## src/design/bpc_ram.sv

```systemverilog
// Generic simple dual-port RAM: one write port, one read port with registered data.
// No dependencies.
module bpc_ram #(
   parameter int WIDTH = 8,
   parameter int DEPTH = 16
) (
   input  logic                     clock,
   input  logic                     wr_en,
   input  logic [$clog2(DEPTH)-1:0] wr_addr,
   input  logic [WIDTH-1:0]         wr_data,
   input  logic                     rd_en,
   input  logic [$clog2(DEPTH)-1:0] rd_addr,
   output logic [WIDTH-1:0]         rd_data
);

   logic [WIDTH-1:0] mem_ff [DEPTH];
   logic [WIDTH-1:0] rd_data_ff;

   always_ff @(posedge clock) begin
      if (wr_en) begin
         mem_ff[wr_addr] <= wr_data;
      end
      if (rd_en) begin
         rd_data_ff <= mem_ff[rd_addr];
      end
   end

   assign rd_data = rd_data_ff;

endmodule

```

## config.mk

```make
export PLATFORM = sky130hd
export DESIGN_NAME = bpc_ram
export DESIGN_NICKNAME = d
export VERILOG_FILES = /design/src/design/bpc_ram.sv
export SDC_FILE = /design/constraint.sdc
export NUM_CORES = 1
export LEC_CHECK = 0
export BUFFER_PORTS_ARGS = -buffer_cell sky130_fd_sc_hd__buf_4
export CORE_ASPECT_RATIO = 0.75
export CORE_MARGIN = 3
export CORE_UTILIZATION = 33
export DETAILED_ROUTE_END_ITERATION = 12
export PLACE_DENSITY = 0.57
export SLEW_MARGIN = 20
export SYNTH_ARGS = -nofsm -noshare
export SYNTH_HDL_FRONTEND = slang
export SYNTH_SLANG_ARGS = --single-unit
```

## constraint.sdc

```tcl
create_clock -name clock -period 1.7 [get_ports clock]
set_input_delay 0.17 -clock clock [delete_from_list [all_inputs] [get_ports clock]]
set_output_delay 0.17 -clock clock [all_outputs]
set_load 0.01 [all_outputs]
```

==> run metrics <==
power share of the clock group=47.1%; endpoints failing hold=0; Final min period=1.536 ns; Critical Path AT=1.68 ns; global-route met3 utilization=4.492%; Worst R2R Setup Slack=0.16 ns; worst-path maximum fanout=1; CTS tree=built; Die Y=115 µm; CP Buf/Inv Count=0; average cell area after synthesis=22.83 µm²; fmax=0.6511 GHz; status=complete, no violations; required time of the worst setup path=1.85 ns; Starting Density=34.01%; warning count from the yosys run=0; clk slew on worst S/H paths=0.06 ns; IO Pins=27; critical path's largest stage delay=0.55 ns; port bufs=26; GP Congestion=0.7319; WL/cell=21.53 µm; TNS Setup=0 ns; CTS Root Cell=clkbuf_16; 1st-iter DRT viols=189; total global routing overflow=0; Post-DP HPWL=7138 µm; clock insertion delay at the later pin of the skew report=0.40 ns; top-count cell post-synth=edfxtp_1; top post-synthesis cells by area=edfxtp_1 (78%), mux4_2 (7.8%), mux4_1 (7.0%); mux contribution to synthesized area=14.79%; quantity of hold-fixing buffers added after cts=0; Pre-Repair DR Iteration Count=5; Gates resized, CTS repair=0; vias per cell=4.986; crit-path cells=mux4_1, a22oi_1, nand2_1; worst setup path start=mem_ff[9][1]; Hold/Removal Path Class=in -> reg; Net Sw Power=0.001559 W; final setup vio count=0; Compound-Gate Fraction of Synth Area=2.298%; Synth Net Count=248; Max Cap Viol=0; P_int=0.006390 W; slack of the critical path=0.1642 ns; Cell variety after synth=18; critical path class=reg -> reg; clock sink count=136; Post-Syn Instances=229; Seq cells post-synth=136; top cell type's share of synthesized area=78.12%; drt total wl=10870 µm; H-tree depth=4; vias post-DR=2518; Pwr per Cell Area=1236 nW/µm²; crit path capture=rd_data[1]; dpl cell area=5823 µm²; Worst Reg-to-Reg Cells=3; antenna violations before repair=0; drt drc=0; Seq/Total Area, Yosys=78.12%; switch share=19.61%; Flop pwr share=47.8%; first-pass GRT wire length=16060 µm; Layout area overhead=23.00%; Max-slew headroom=56.82%; Max VDD drop=0.0006195 V; Post-DRT Antenna Nets=0; simple logic cell fraction of the synthesized area=3.135%; crit start category=flop; layout cells sized above 1=32.67%; CORE AREA=15370 µm²; cell with the biggest individual delay on the critical path=mux4_1; number of cell rows=39; total global routing track utilization=13.42%; post-synthesis adder-cell area fraction=0%; worst-margin pin slew=0.6463 ns; setup slack at placement=-0.04904 ns; P_leak=2.161 nW; Final Net Count=307; design area=6430 µm²; post-route clock skew=0.003646 ns; Critical Path Stages=3; RSZ-0062 raised after global routing=false; GRT busiest layer=met1; met1 Resource Use GR=20.23%; Die Area=17400 µm²; largest family of logic cells by synthesized area=multiplexers; post-synthesis cell area=5228 µm²; Post-synth ARST share=0%; Final period util=90.34%; top cell types by occurrence after synthesis=edfxtp_1 (136), mux4_2 (18), a22oi_1 (16); CP Capture Type=flop; met2 global-route usage=18.85%; EDFF count, synth=136; Comb power frac=5.1%; RR Endpoint=rd_data[1]; RR Startpoint=mem_ff[9][1]; largest net degree at the start of global routing=17; die width=151.3 µm; fillers=1318; Ant. Diodes=0; Synth Flop Type=edfxtp_1; fin util=41.83%; Max Slew Vio Count=0; worst-case clock buffer depth=2; Tot Pwr=0.007949 W; total setup buffers inserted after CTS=0; area leader, netlist=edfxtp_1; CP top delay family=multiplexers; Post-Synth XOR/XNOR Area=0%; vias in the first global route=2451; number of CTS-inserted buffers=17
per-stage QoR:
stage | cells | hold slack, ns
detailed placement | 474 | 0.4896
floorplan | 229 | 0.2689
global placement | 474 | 0.4908
global route | 505 | 0.05790
CTS | 505 | 0.05971
finish | 505 | 0.06399
per-layer routing:
| metal | share of wire, % | up-vias |
|---|---|---|
| met2 | 45 | 81 |
| met3 | 6.1 | 7 |
| met1 | 49 | 1332 |
| li1 | - | 1098 |
| met4 | 0.74 | 0 |
| met5 | 0 | - |
placed cells by master, fill, tap and decap left out:
| cell type | instances |
|---|---|
| nand2_1 | 9 |
| clkbuf_16 | 17 |
| bufinv_16 | 4 |
| nor3_1 | 4 |
| edfxtp_1 | 136 |
| buf_4 | 46 |
| clkinvlp_4 | 4 |
| buf_12 | 4 |
| nand3_1 | 1 |
| nand2b_1 | 2 |
| and2b_1 | 1 |
| nor2_1 | 13 |
| or3b_2 | 1 |
| clkinv_1 | 2 |
| nand3b_1 | 2 |
| mux4_1 | 14 |
| clkinv_2 | 3 |
| and2_1 | 1 |
| mux4_2 | 18 |
| nor2b_1 | 1 |
| a22oi_1 | 16 |
| inv_6 | 1 |
worst min-delay path by stage:
stage | from | to | depth (start not counted)
6_report | rd_en | rd_data[0] | 1
4_1_cts | rd_en | rd_data[4] | 1
3_3_place_gp | wr_data[5] | mem_ff[14][5] | 1
5_1_grt | rd_en | rd_data[7] | 1
2_1_floorplan | wr_data[0] | mem_ff[0][0] | 0
3_5_place_dp | rd_en | rd_data[5] | 1
power by group through the flow:
stage | clock network [W] | logic, W | registers (W)
3_5_place_dp | 0 | 0.000414 | 0.00387
2_1_floorplan | 0 | 0.000191 | 0.00387
4_1_cts | 0.00381 | 0.000415 | 0.00380
5_1_grt | 0.00397 | 0.000442 | 0.00380
6_report | 0.00374 | 0.000408 | 0.00380
3_3_place_gp | 0 | 0.000409 | 0.00387
worst reg2reg max path, stage by stage (launching register included):
cell and delay [ns]:
edfxtp_1 0.35, mux4_1 0.55, a22oi_1 0.29, nand2_1 0.09
cells by family (layout without fill, tap and decap cells):
family / after synthesis / after routing
and+or+nand+nor: 35 / 35
AOI/OAI and AO/OA: 16 / 16
buffers and inverters: 10 / 81
muxes: 32 / 32
DFF: 136 / 136
area by class of cell:
class,instances,area [µm²],share of cell area (%)
tap,205,256.5,3.989
timing repair buffer,50,425.4,6.616
multi-input combinational,83,1057,16.44
clock inverter,14,181.4,2.822
sequential,136,4084,63.51
clock buffer,17,425.4,6.616
state kept, by name, summed over array words and instances (netlist names):
register,cells
mem_ff,128
rd_data,8
Note: power is estimated with default switching activity, not from simulation.
